`config.mk`:
```
export PLATFORM = sky130hd
export DESIGN_NAME = neighbor_table_with_heartbeat_aging
export DESIGN_NICKNAME = d
export VERILOG_FILES = /design/src/nta_pkg.sv /design/src/nta_mem.sv /design/src/neighbor_table_with_heartbeat_aging.sv
export SDC_FILE = /design/constraint.sdc
export NUM_CORES = 1
export LEC_CHECK = 0
export ABC_AREA = 1
export BUFFER_PORTS_ARGS = -buffer_cell sky130_fd_sc_hd__buf_2
export CAP_MARGIN = 20
export CORE_MARGIN = 3
export CORE_UTILIZATION = 39
export CTS_BUF_LIST = sky130_fd_sc_hd__clkbuf_4
export CTS_CLUSTER_SIZE = 14
export DETAILED_ROUTE_END_ITERATION = 7
export PLACE_DENSITY = 0.64
export SKIP_LAST_GASP = 1
export SYNTH_ARGS = -nofsm -noshare
export SYNTH_HDL_FRONTEND = slang
export SYNTH_SLANG_ARGS = --single-unit
```
`constraint.sdc`:
```
create_clock -name clk_i -period 5.5 [get_ports clk_i]
set_input_delay 1.65 -clock clk_i [delete_from_list [all_inputs] [get_ports clk_i]]
set_output_delay 1.65 -clock clk_i [all_outputs]
set_load 0.005 [all_outputs]
```
`src/nta_pkg.sv`:
```
// ----------------------------------------------------------------------------
// nta_pkg
// Shared types, sizes and helpers for the neighbor table with heartbeat aging.
// ----------------------------------------------------------------------------
package nta_pkg;

  localparam int NodeCount  = 5;
  localparam int TableDepth = 16;
  localparam int AdvFields  = 5;

  localparam int IdW     = $clog2(NodeCount);
  localparam int AddrW   = $clog2(TableDepth);
  localparam int CntW    = $clog2(TableDepth + 1);
  localparam int AgeW    = 8;
  localparam int MaskW   = 8;
  localparam int CfgIdxW = 1;

  localparam logic [AgeW-1:0] AgeMax = '1;

  // configuration register indexes
  localparam logic [CfgIdxW-1:0] CfgOwnId     = 1'b0;
  localparam logic [CfgIdxW-1:0] CfgThreshold = 1'b1;

  localparam logic [2:0]      OwnIdRst     = 3'd0;
  localparam logic [AgeW-1:0] ThresholdRst = 8'd4;

  typedef enum logic [1:0] {
    ST_IDLE,
    ST_SCAN,
    ST_FINISH,
    ST_OUT
  } state_e;

  typedef struct packed {
    logic [IdW-1:0]  id;
    logic [AgeW-1:0] age;
  } entry_t;

  typedef struct packed {
    logic         en;
    logic [AddrW-1:0] addr;
    entry_t       data;
  } mem_wr_t;

  typedef struct packed {
    logic       en;
    logic [AddrW-1:0] addr;
  } mem_rd_t;

  typedef struct packed {
    logic       action;
    logic [7:0] sender_id;
    logic [7:0] adv_mask_0;
    logic [7:0] adv_mask_1;
    logic [7:0] adv_mask_2;
    logic [7:0] adv_mask_3;
    logic [7:0] adv_mask_4;
  } in_item_t;

  typedef struct packed {
    logic [4:0] neighbor_count;
    logic [4:0] local_mask;
    logic [2:0] cardinality;
    logic [7:0] stored_mask_0;
    logic [7:0] stored_mask_1;
    logic [7:0] stored_mask_2;
    logic [7:0] stored_mask_3;
    logic [7:0] stored_mask_4;
  } out_item_t;

  // one-hot membership bit for a node id, zero when the id is out of range
  function automatic logic [MaskW-1:0] id_bit(input logic [7:0] id);
    logic [MaskW-1:0] m;
    m = '0;
    for (int i = 0; i < NodeCount; i++) begin
      if (id == 8'(i)) begin
        m[i] = 1'b1;
      end
    end
    return m;
  endfunction

endpackage

```
`src/nta_mem.sv`:
```
// ----------------------------------------------------------------------------
// nta_mem
// Neighbor table storage: one write port, one read port, registered read.
// ----------------------------------------------------------------------------
module nta_mem (
  input  logic             clk_i,
  input  nta_pkg::mem_rd_t rd_i,
  input  nta_pkg::mem_wr_t wr_i,
  output nta_pkg::entry_t  rd_data_o
);

  nta_pkg::entry_t mem_q [nta_pkg::TableDepth];
  nta_pkg::entry_t rd_data_q;

  always_ff @(posedge clk_i) begin
    if (wr_i.en) begin
      mem_q[wr_i.addr] <= wr_i.data;
    end
  end

  always_ff @(posedge clk_i) begin
    if (rd_i.en) begin
      rd_data_q <= mem_q[rd_i.addr];
    end
  end

  assign rd_data_o = rd_data_q;

endmodule

```
`src/neighbor_table_with_heartbeat_aging.sv`:
```
// ----------------------------------------------------------------------------
// neighbor_table_with_heartbeat_aging
// Neighbor id table with heartbeat aging, per-node membership masks and
// group size estimate.
// ----------------------------------------------------------------------------
// Usage:
//   An item (message or heartbeat tick) is taken on a rising edge with
//   start_i high and busy_o low. busy_o stays high until the result has
//   been shown. Each item gives exactly one result on result_o, marked by
//   done_o for one cycle; the receiver has no way to hold it off.
//   Config: cfg_we_i writes cfg_data_i into register cfg_idx_i (0 = own id,
//   1 = contact threshold) on the same edge. The user must write only while
//   busy_o is low; the block itself does not enforce this.
// Processing (N = entries in the table when the item arrives):
//   An item takes one pass over the N table entries, with one read issued
//   per cycle and a read-modify-write of the previous entry in the same
//   cycle, then the FINISH and OUT states. A tick compacts in that same
//   pass (separate read and write pointers).
// Reset:
//   rst_ni clears the entry count, masks and registers. The table memory
//   itself is not cleared: only the first entry_count entries are ever read.
// ----------------------------------------------------------------------------
module neighbor_table_with_heartbeat_aging (
  input  logic                               clk_i,
  input  logic                               rst_ni,
  input  logic                               start_i,
  output logic                               busy_o,
  input  nta_pkg::in_item_t                  item_i,
  output logic                               done_o,
  output nta_pkg::out_item_t                 result_o,
  input  logic                               cfg_we_i,
  input  logic [nta_pkg::CfgIdxW-1:0]        cfg_idx_i,
  input  logic [7:0]                         cfg_data_i
);

  // control
  nta_pkg::state_e state_q, state_d;

  // config registers
  logic [2:0]               own_q;
  logic [nta_pkg::AgeW-1:0] thr_q;

  // item state
  nta_pkg::in_item_t         req_q, req_d;
  logic                      msg_ok_q, msg_ok_d;   // message with valid sender
  logic [nta_pkg::CntW-1:0]  count_q, count_d;
  logic [nta_pkg::CntW-1:0]  rd_ptr_q, rd_ptr_d;
  logic [nta_pkg::CntW-1:0]  wr_ptr_q, wr_ptr_d;   // compaction write slot
  logic                      pend_q, pend_d;       // read data arrives this cycle
  logic [nta_pkg::AddrW-1:0] pend_idx_q, pend_idx_d;
  logic                      found_q, found_d;
  logic [nta_pkg::MaskW-1:0] lbits_q, lbits_d;     // own mask being rebuilt
  logic [nta_pkg::MaskW-1:0] masks_q [nta_pkg::NodeCount];
  logic [nta_pkg::MaskW-1:0] masks_d [nta_pkg::NodeCount];

  // table memory
  nta_pkg::mem_rd_t mem_rd;
  nta_pkg::mem_wr_t mem_wr;
  nta_pkg::entry_t  rd_e;

  logic issue;
  logic [7:0] adv [nta_pkg::AdvFields];

  nta_mem u_mem (
    .clk_i     (clk_i),
    .rd_i      (mem_rd),
    .wr_i      (mem_wr),
    .rd_data_o (rd_e)
  );

  assign adv[0] = item_i.adv_mask_0;
  assign adv[1] = item_i.adv_mask_1;
  assign adv[2] = item_i.adv_mask_2;
  assign adv[3] = item_i.adv_mask_3;
  assign adv[4] = item_i.adv_mask_4;

  // a new read goes out while unread entries remain
  assign issue = (state_q == nta_pkg::ST_SCAN) && (rd_ptr_q < count_q);

  // ---------------------------------------------------------------- next state
  always_comb begin
    state_d = state_q;
    case (state_q)
      nta_pkg::ST_IDLE: begin
        if (start_i) begin
          state_d = nta_pkg::ST_SCAN;
        end
      end
      nta_pkg::ST_SCAN: begin
        // last pending entry is handled in this same cycle
        if (!issue) begin
          state_d = nta_pkg::ST_FINISH;
        end
      end
      nta_pkg::ST_FINISH: begin
        state_d = nta_pkg::ST_OUT;
      end
      nta_pkg::ST_OUT: begin
        state_d = nta_pkg::ST_IDLE;
      end
      default: begin
        state_d = nta_pkg::ST_IDLE;
      end
    endcase
  end

  // ---------------------------------------------------------------- datapath
  always_comb begin
    logic [nta_pkg::AgeW-1:0]  age_nx;
    logic [nta_pkg::MaskW-1:0] lb;

    req_d      = req_q;
    msg_ok_d   = msg_ok_q;
    count_d    = count_q;
    rd_ptr_d   = rd_ptr_q;
    wr_ptr_d   = wr_ptr_q;
    pend_d     = 1'b0;
    pend_idx_d = pend_idx_q;
    found_d    = found_q;
    lbits_d    = lbits_q;
    masks_d    = masks_q;
    mem_rd     = '{en: issue, addr: rd_ptr_q[nta_pkg::AddrW-1:0]};
    mem_wr     = '0;
    age_nx     = '0;
    lb         = lbits_q;

    case (state_q)
      nta_pkg::ST_IDLE: begin
        if (start_i) begin
          req_d    = item_i;
          msg_ok_d = !item_i.action && (item_i.sender_id < 8'(nta_pkg::NodeCount));
          rd_ptr_d = '0;
          wr_ptr_d = '0;
          found_d  = 1'b0;
          lbits_d  = '0;
          // copy advertised masks, all but our own
          if (!item_i.action && (item_i.sender_id < 8'(nta_pkg::NodeCount))) begin
            for (int i = 0; i < nta_pkg::NodeCount; i++) begin
              if (8'(own_q) != 8'(i)) begin
                masks_d[i] = (i < nta_pkg::AdvFields) ? adv[i] : '0;
              end
            end
          end
        end
      end

      nta_pkg::ST_SCAN: begin
        if (issue) begin
          rd_ptr_d   = rd_ptr_q + 1'b1;
          pend_d     = 1'b1;
          pend_idx_d = rd_ptr_q[nta_pkg::AddrW-1:0];
        end
        if (pend_q) begin
          if (req_q.action) begin
            // tick: age with saturation, drop or move down to the write slot
            age_nx = (rd_e.age == nta_pkg::AgeMax) ? rd_e.age : rd_e.age + 1'b1;
            if (age_nx >= thr_q) begin
              for (int i = 0; i < nta_pkg::NodeCount; i++) begin
                if (8'(rd_e.id) == 8'(i)) begin
                  masks_d[i] = '0;
                end
              end
            end else begin
              mem_wr   = '{en: 1'b1, addr: wr_ptr_q[nta_pkg::AddrW-1:0],
                           data: '{id: rd_e.id, age: age_nx}};
              wr_ptr_d = wr_ptr_q + 1'b1;
              lbits_d  = lbits_q | nta_pkg::id_bit(8'(rd_e.id));
            end
          end else begin
            // message: refresh the sender's age
            if (msg_ok_q && (8'(rd_e.id) == req_q.sender_id)) begin
              mem_wr  = '{en: 1'b1, addr: pend_idx_q,
                          data: '{id: rd_e.id, age: '0}};
              found_d = 1'b1;
            end
            lbits_d = lbits_q | nta_pkg::id_bit(8'(rd_e.id));
          end
        end
      end

      nta_pkg::ST_FINISH: begin
        if (req_q.action) begin
          count_d = wr_ptr_q;
        end else if (msg_ok_q && !found_q &&
                     (count_q < nta_pkg::CntW'(nta_pkg::TableDepth))) begin
          // append new neighbor at the tail
          mem_wr  = '{en: 1'b1, addr: count_q[nta_pkg::AddrW-1:0],
                      data: '{id: req_q.sender_id[nta_pkg::IdW-1:0], age: '0}};
          count_d = count_q + 1'b1;
          lb      = lb | nta_pkg::id_bit(req_q.sender_id);
        end
        lb = lb | nta_pkg::id_bit(8'(own_q));
        for (int i = 0; i < nta_pkg::NodeCount; i++) begin
          if (8'(own_q) == 8'(i)) begin
            masks_d[i] = lb;
          end
        end
        lbits_d = lb;
      end

      default: begin
      end
    endcase
  end

  // ---------------------------------------------------------------- outputs
  always_comb begin
    logic [nta_pkg::MaskW-1:0] all_m;
    logic [3:0]                pc;
    logic [7:0]                so [nta_pkg::AdvFields];

    all_m = '0;
    pc    = '0;
    for (int i = 0; i < nta_pkg::AdvFields; i++) begin
      so[i] = '0;
    end
    for (int i = 0; i < nta_pkg::NodeCount; i++) begin
      all_m = all_m | masks_q[i];
    end
    for (int i = 0; i < nta_pkg::NodeCount; i++) begin
      pc = pc + 4'(all_m[i]);
    end
    if (pc == '0) begin
      pc = 4'd1;
    end
    for (int i = 0; i < nta_pkg::NodeCount && i < nta_pkg::AdvFields; i++) begin
      so[i] = masks_q[i];
    end

    busy_o                  = (state_q != nta_pkg::ST_IDLE);
    done_o                  = (state_q == nta_pkg::ST_OUT);
    result_o.neighbor_count = 5'(count_q);
    result_o.local_mask     = lbits_q[4:0];
    result_o.cardinality    = pc[2:0];
    result_o.stored_mask_0  = so[0];
    result_o.stored_mask_1  = so[1];
    result_o.stored_mask_2  = so[2];
    result_o.stored_mask_3  = so[3];
    result_o.stored_mask_4  = so[4];
  end

  // ---------------------------------------------------------------- registers
  always_ff @(posedge clk_i or negedge rst_ni) begin
    if (!rst_ni) begin
      state_q  <= nta_pkg::ST_IDLE;
      count_q  <= '0;
      rd_ptr_q <= '0;
      wr_ptr_q <= '0;
      pend_q   <= 1'b0;
      found_q  <= 1'b0;
      msg_ok_q <= 1'b0;
      lbits_q  <= '0;
      for (int i = 0; i < nta_pkg::NodeCount; i++) begin
        masks_q[i] <= '0;
      end
    end else begin
      state_q  <= state_d;
      count_q  <= count_d;
      rd_ptr_q <= rd_ptr_d;
      wr_ptr_q <= wr_ptr_d;
      pend_q   <= pend_d;
      found_q  <= found_d;
      msg_ok_q <= msg_ok_d;
      lbits_q  <= lbits_d;
      masks_q  <= masks_d;
    end
  end

  // payload, no reset
  always_ff @(posedge clk_i) begin
    req_q      <= req_d;
    pend_idx_q <= pend_idx_d;
  end

  // config registers
  always_ff @(posedge clk_i or negedge rst_ni) begin
    if (!rst_ni) begin
      own_q <= nta_pkg::OwnIdRst;
      thr_q <= nta_pkg::ThresholdRst;
    end else if (cfg_we_i) begin
      case (cfg_idx_i)
        nta_pkg::CfgOwnId:     own_q <= cfg_data_i[2:0];
        nta_pkg::CfgThreshold: thr_q <= cfg_data_i;
        default: begin
        end
      endcase
    end
  end

  // ---------------------------------------------------------------- checks
  // scan write never lands on the entry being read in the same cycle
  a_no_rw_clash: assert property (@(posedge clk_i) disable iff (!rst_ni)
    (mem_wr.en && mem_rd.en) |-> (mem_wr.addr != mem_rd.addr))
    else $error("table write and read hit the same entry");

  // compaction slot never passes the read pointer
  a_wr_behind_rd: assert property (@(posedge clk_i) disable iff (!rst_ni)
    (state_q == nta_pkg::ST_SCAN) |-> (wr_ptr_q <= rd_ptr_q))
    else $error("compaction pointer ahead of read pointer");

  // entry count stays within the table
  a_count_range: assert property (@(posedge clk_i) disable iff (!rst_ni)
    done_o |-> (count_q <= nta_pkg::CntW'(nta_pkg::TableDepth)))
    else $error("entry count beyond table depth");

  // result strobe is followed by a return to idle
  a_done_idle: assert property (@(posedge clk_i) disable iff (!rst_ni)
    done_o |=> (!busy_o && !done_o))
    else $error("block not idle after result");

endmodule

```
==> results.md <==
* Status: finished, final reports clean
* Largest cells by area after synthesis: edfxtp_1 48%, dfrtp_1 15%, nand2_1 7.3%
* Post-Synth XOR/XNOR Area at 0.488%
* Critical path class: reg2out
* Worst path slowest cell: fa_1
* Fin. Hold Viols at 0
* Sequential share of power at 38.5%
* Antenna Violating Nets Remaining at 0
* Layout area overhead at 16.2%
* Seq/Total Area, Yosys at 62.9%
* Remaining Overflow, GRT at 0
* Final nets at 1,455
* Critical-path cell list: nor3_1, nand3_1, fa_1, inv_1, fa_1, inv_1, ha_1, o21ai_0, buf_2
* Worst reg-to-reg setup slack at 1.51 ns
* Row cnt at 65
* Final HPWL DP at 20,700 microns
* Switching share of power at 39.8%
* CP Depth at 9
* CP bufs+invs at 3
* FF+latch count, synth at 276
* Via density per instance at 5.20
* Dpl cell area at 13,600 sq um
* Vias in the first global route at 8,926
* First DRT Iteration DRCs at 744
* Critical path endpoint: result_o[40]
* P_int at 4.38 mW
* Core Area at 31,600 sq um
* Detailed-route DRC error count at 0
* Syn_nets at 1,279
* Final Setup Violations at 0
* Distinct cells, synth at 46
* Warnings from Yosys at 0
* Post-synth top area share at 47.8%
* Comb pwr share at 37.3%
* Worst Skew at 0.0403 ns
* Mux cell area share after synthesis at 1.43%
* Max incr delay on CP at 0.55 ns
* First-pass GRT wire length at 48,700 microns
* Setup Fix Bufs, Post-CTS at 0
* Delay-heaviest family, CP: adder cells
* Launch point of the worst path: result_o[16]
* Pre-Repair DR Iteration Count at 6
* Total wire length at 31,400 microns
* Slew Viols, Final at 0
* Mapped cell area at 12,600 sq um
* CTS sink count at 276
* Mapped Cells at 1,194
* Element type at the critical path end: output port
* Skew-Pair Late Insertion Delay at 0.69 ns
* Setup TNS at 0 ns
* Max-slew headroom at 29.7%
* Mean Syn Cell Area at 10.5 sq um
* Pwr/cell area at 497 nW/um^2
* Die width at 186 microns
* Die Ht at 186 microns
* Largest net degree at the start of global routing at 93
* Largest family of logic cells by synthesized area: simple AND/OR/NAND/NOR gates
* Starting Density at 39.7%
* Minimum clock period at 4.69 ns
* IO Count at 117
* Wire per inst at 17.2 microns
* IO buf count at 116
* Share of layout cells above drive strength 1 at 22.0%
* Achievable Freq at 0.213 GHz
* Simple-gate share of the synthesized area at 17.6%
* Reg2reg end: u_mem.mem_q[0][0]
* Htree depth at 3
* CTS Buf Count at 74
* Max rail drop VDD at 0.257 mV
* Clock network fraction of total power at 24.3%
* Synth Area in Compound Gates at 10.3%
* Root Driver: clkbuf_4
* Synth Area in Adders at 2.41%
* Required @ worst endpoint at 3.85 ns
* MaxCap Viol Count at 0
* Reg2Reg Depth at 16
* Number of synthesized flops with an enable pin at 200
* Worst setup SP type: register
* Switching power of the nets at 2.89 mW
* CP Max Fanout at 3
* DR vias at 9,507
* Measured slew at the worst slew-check pin at 1.05 ns
* Initial antenna violation count at 1
* Top_reg_cell synth: edfxtp_1
* Final period util at 85.3%
* TritonCTS clock tree: built
* Routability congestion estimate at 0.823
* Area leader, netlist: edfxtp_1
* GRT Overall Usage at 18.1%
* RSZ-0062 raised after global routing: no
* Final instance area at 14,600 sq um
* Hold/Removal Path Class: reg2reg
* Longest Clk Path Bufs at 3
* Worst-path clk slew at 0.06 ns
* Cts repair resizes at 0
* RR Startpoint: u_mem.rd_data_o[0]
* Leakage power at 6.46 nW
* Die area at 34,400 sq um
* Arrival time worst endpoint at 3.04 ns
* Async SR Flop Fraction at 27.5%
* Hold buffer count at cts at 0
[sequential cells by signal, indices dropped and copies added (netlist names)]
register         count
u_mem.mem_q        176
result_o            40
u_mem.rd_data_o     11
req_q                9
thr_q                8
count_q              5
lbits_q              5
rd_ptr_q             5
wr_ptr_q             5
pend_idx_q           4
own_q                3
state_q              2
found_q              1
msg_ok_q             1
pend_q               1
[worst min-delay path, delay by kind of cell (launching register included)]
kind | cells | cell delay, ns
AOI/OAI and AO/OA | 1 | 0.06
and+or+nand+nor | 1 | 0.05
DFF | 1 | 0.33
[routing by layer]
metal / share of wire, % / vias up / GRT usage, % / wire length, microns
met1: 44 / 4502 / 24.6 / 13800
met3: 8.0 / 63 / 4.10 / 2510
met2: 46 / 389 / 28.5 / 14300
met4: 2.6 / 0 / 7.06 / 821
li1: - / 4553 / - / -
met5: 0 / - / 0 / 0
[synthesized netlist by cell type (2+ instances only)]
cell type,number
o32ai_1,26
dfrtp_1,75
nand4_1,9
fa_1,2
nand3_2,3
nand3_1,66
o21ai_0,83
clkinv_4,4
buf_6,4
a31oi_1,7
buf_2,8
clkbuf_1,31
mux2i_1,18
inv_1,89
nor3_2,2
nor2_1,159
o221ai_1,18
a21oi_1,26
clkinv_1,3
nand2_2,8
o21ai_2,13
nand3b_1,2
o211ai_1,6
xor2_1,6
nand2_4,6
nor2_2,4
nor3_1,13
edfxtp_1,200
o21ai_1,19
inv_2,3
nand2_1,245
buf_1,2
ha_1,21
[metrics by stage]
step                      setup slack [ns]  std cells  total power [mW]  hold WS [ns]  utilization [%]
after global placement                1.52       1684              5.52         0.469             42.9
after floorplan                       1.72       1194              4.68         0.448                -
after detailed placement              1.35       1687              5.54         0.476             43.0
final                                0.810       1827              7.27         0.487             46.2
after CTS                            0.742       1817              7.33         0.490             45.9
after global routing                 0.547       1827              7.84         0.512             46.2
[cell type report]
| type | count | area, sq um |
|---|---|---|
| multi-input cells | 772 | 4050 |
| well taps | 402 | 503 |
| diodes | 1 | 2.50 |
| clock inverters | 25 | 131 |
| clock buffers | 105 | 788 |
| inverters | 100 | 400 |
| repair buffers | 146 | 827 |
| fillers | 2972 | 17000 |
| flip-flops and latches | 276 | 7910 |
[worst min-delay path by stage]
stage / startpoint / endpoint / depth (start not counted)
floorplan: rd_ptr_q[0] / pend_idx_q[0] / 0
global placement: result_o[22] / result_o[22] / 2
detailed placement: result_o[22] / result_o[22] / 2
CTS: result_o[22] / result_o[22] / 2
global route: result_o[30] / result_o[30] / 2
finish: result_o[21] / result_o[21] / 2
[layout by cell type (no fill, tap or decap), types with 4 or more instances in the layout]
| master | count |
|---|---|
| nand2_1 | 245 |
| edfxtp_1 | 200 |
| nor2_1 | 159 |
| buf_2 | 115 |
| clkbuf_4 | 105 |
| inv_1 | 89 |
| o21ai_0 | 83 |
| dfrtp_1 | 73 |
| nand3_1 | 66 |
| o32ai_1 | 26 |
| a21oi_1 | 26 |
| buf_4 | 26 |
| ha_1 | 21 |
| clkinv_1 | 19 |
| o21ai_1 | 19 |
| mux2i_1 | 18 |
| o221ai_1 | 18 |
| nor3_1 | 13 |
| o21ai_2 | 13 |
| nand4_1 | 9 |
| nand2_2 | 8 |
| a31oi_1 | 7 |
| inv_2 | 6 |
| o211ai_1 | 6 |
| xor2_1 | 6 |
| nand2_4 | 6 |
| buf_6 | 5 |
| nor2_2 | 4 |
| clkinv_4 | 4 |
[logic make-up (layout without fill, tap and decap cells)]
group	Yosys count	in the layout
flops	276	276
mux	18	18
fa+ha+maj	23	23
buf+inv	146	376
xor+xnor	7	7
compound gates	204	204
simple gates	520	520
other cells	0	1
[power groups by stage]
| stage | logic, mW | registers (mW) | clock network [mW] |
|---|---|---|---|
| floorplan | 1.93 | 2.75 | 0 |
| finish | 2.71 | 2.79 | 1.76 |
| global placement | 2.70 | 2.82 | 0 |
| CTS | 2.72 | 2.79 | 1.82 |
| detailed placement | 2.71 | 2.83 | 0 |
| global route | 3.07 | 2.82 | 1.94 |
Note: power is estimated with default switching activity, not from simulation.
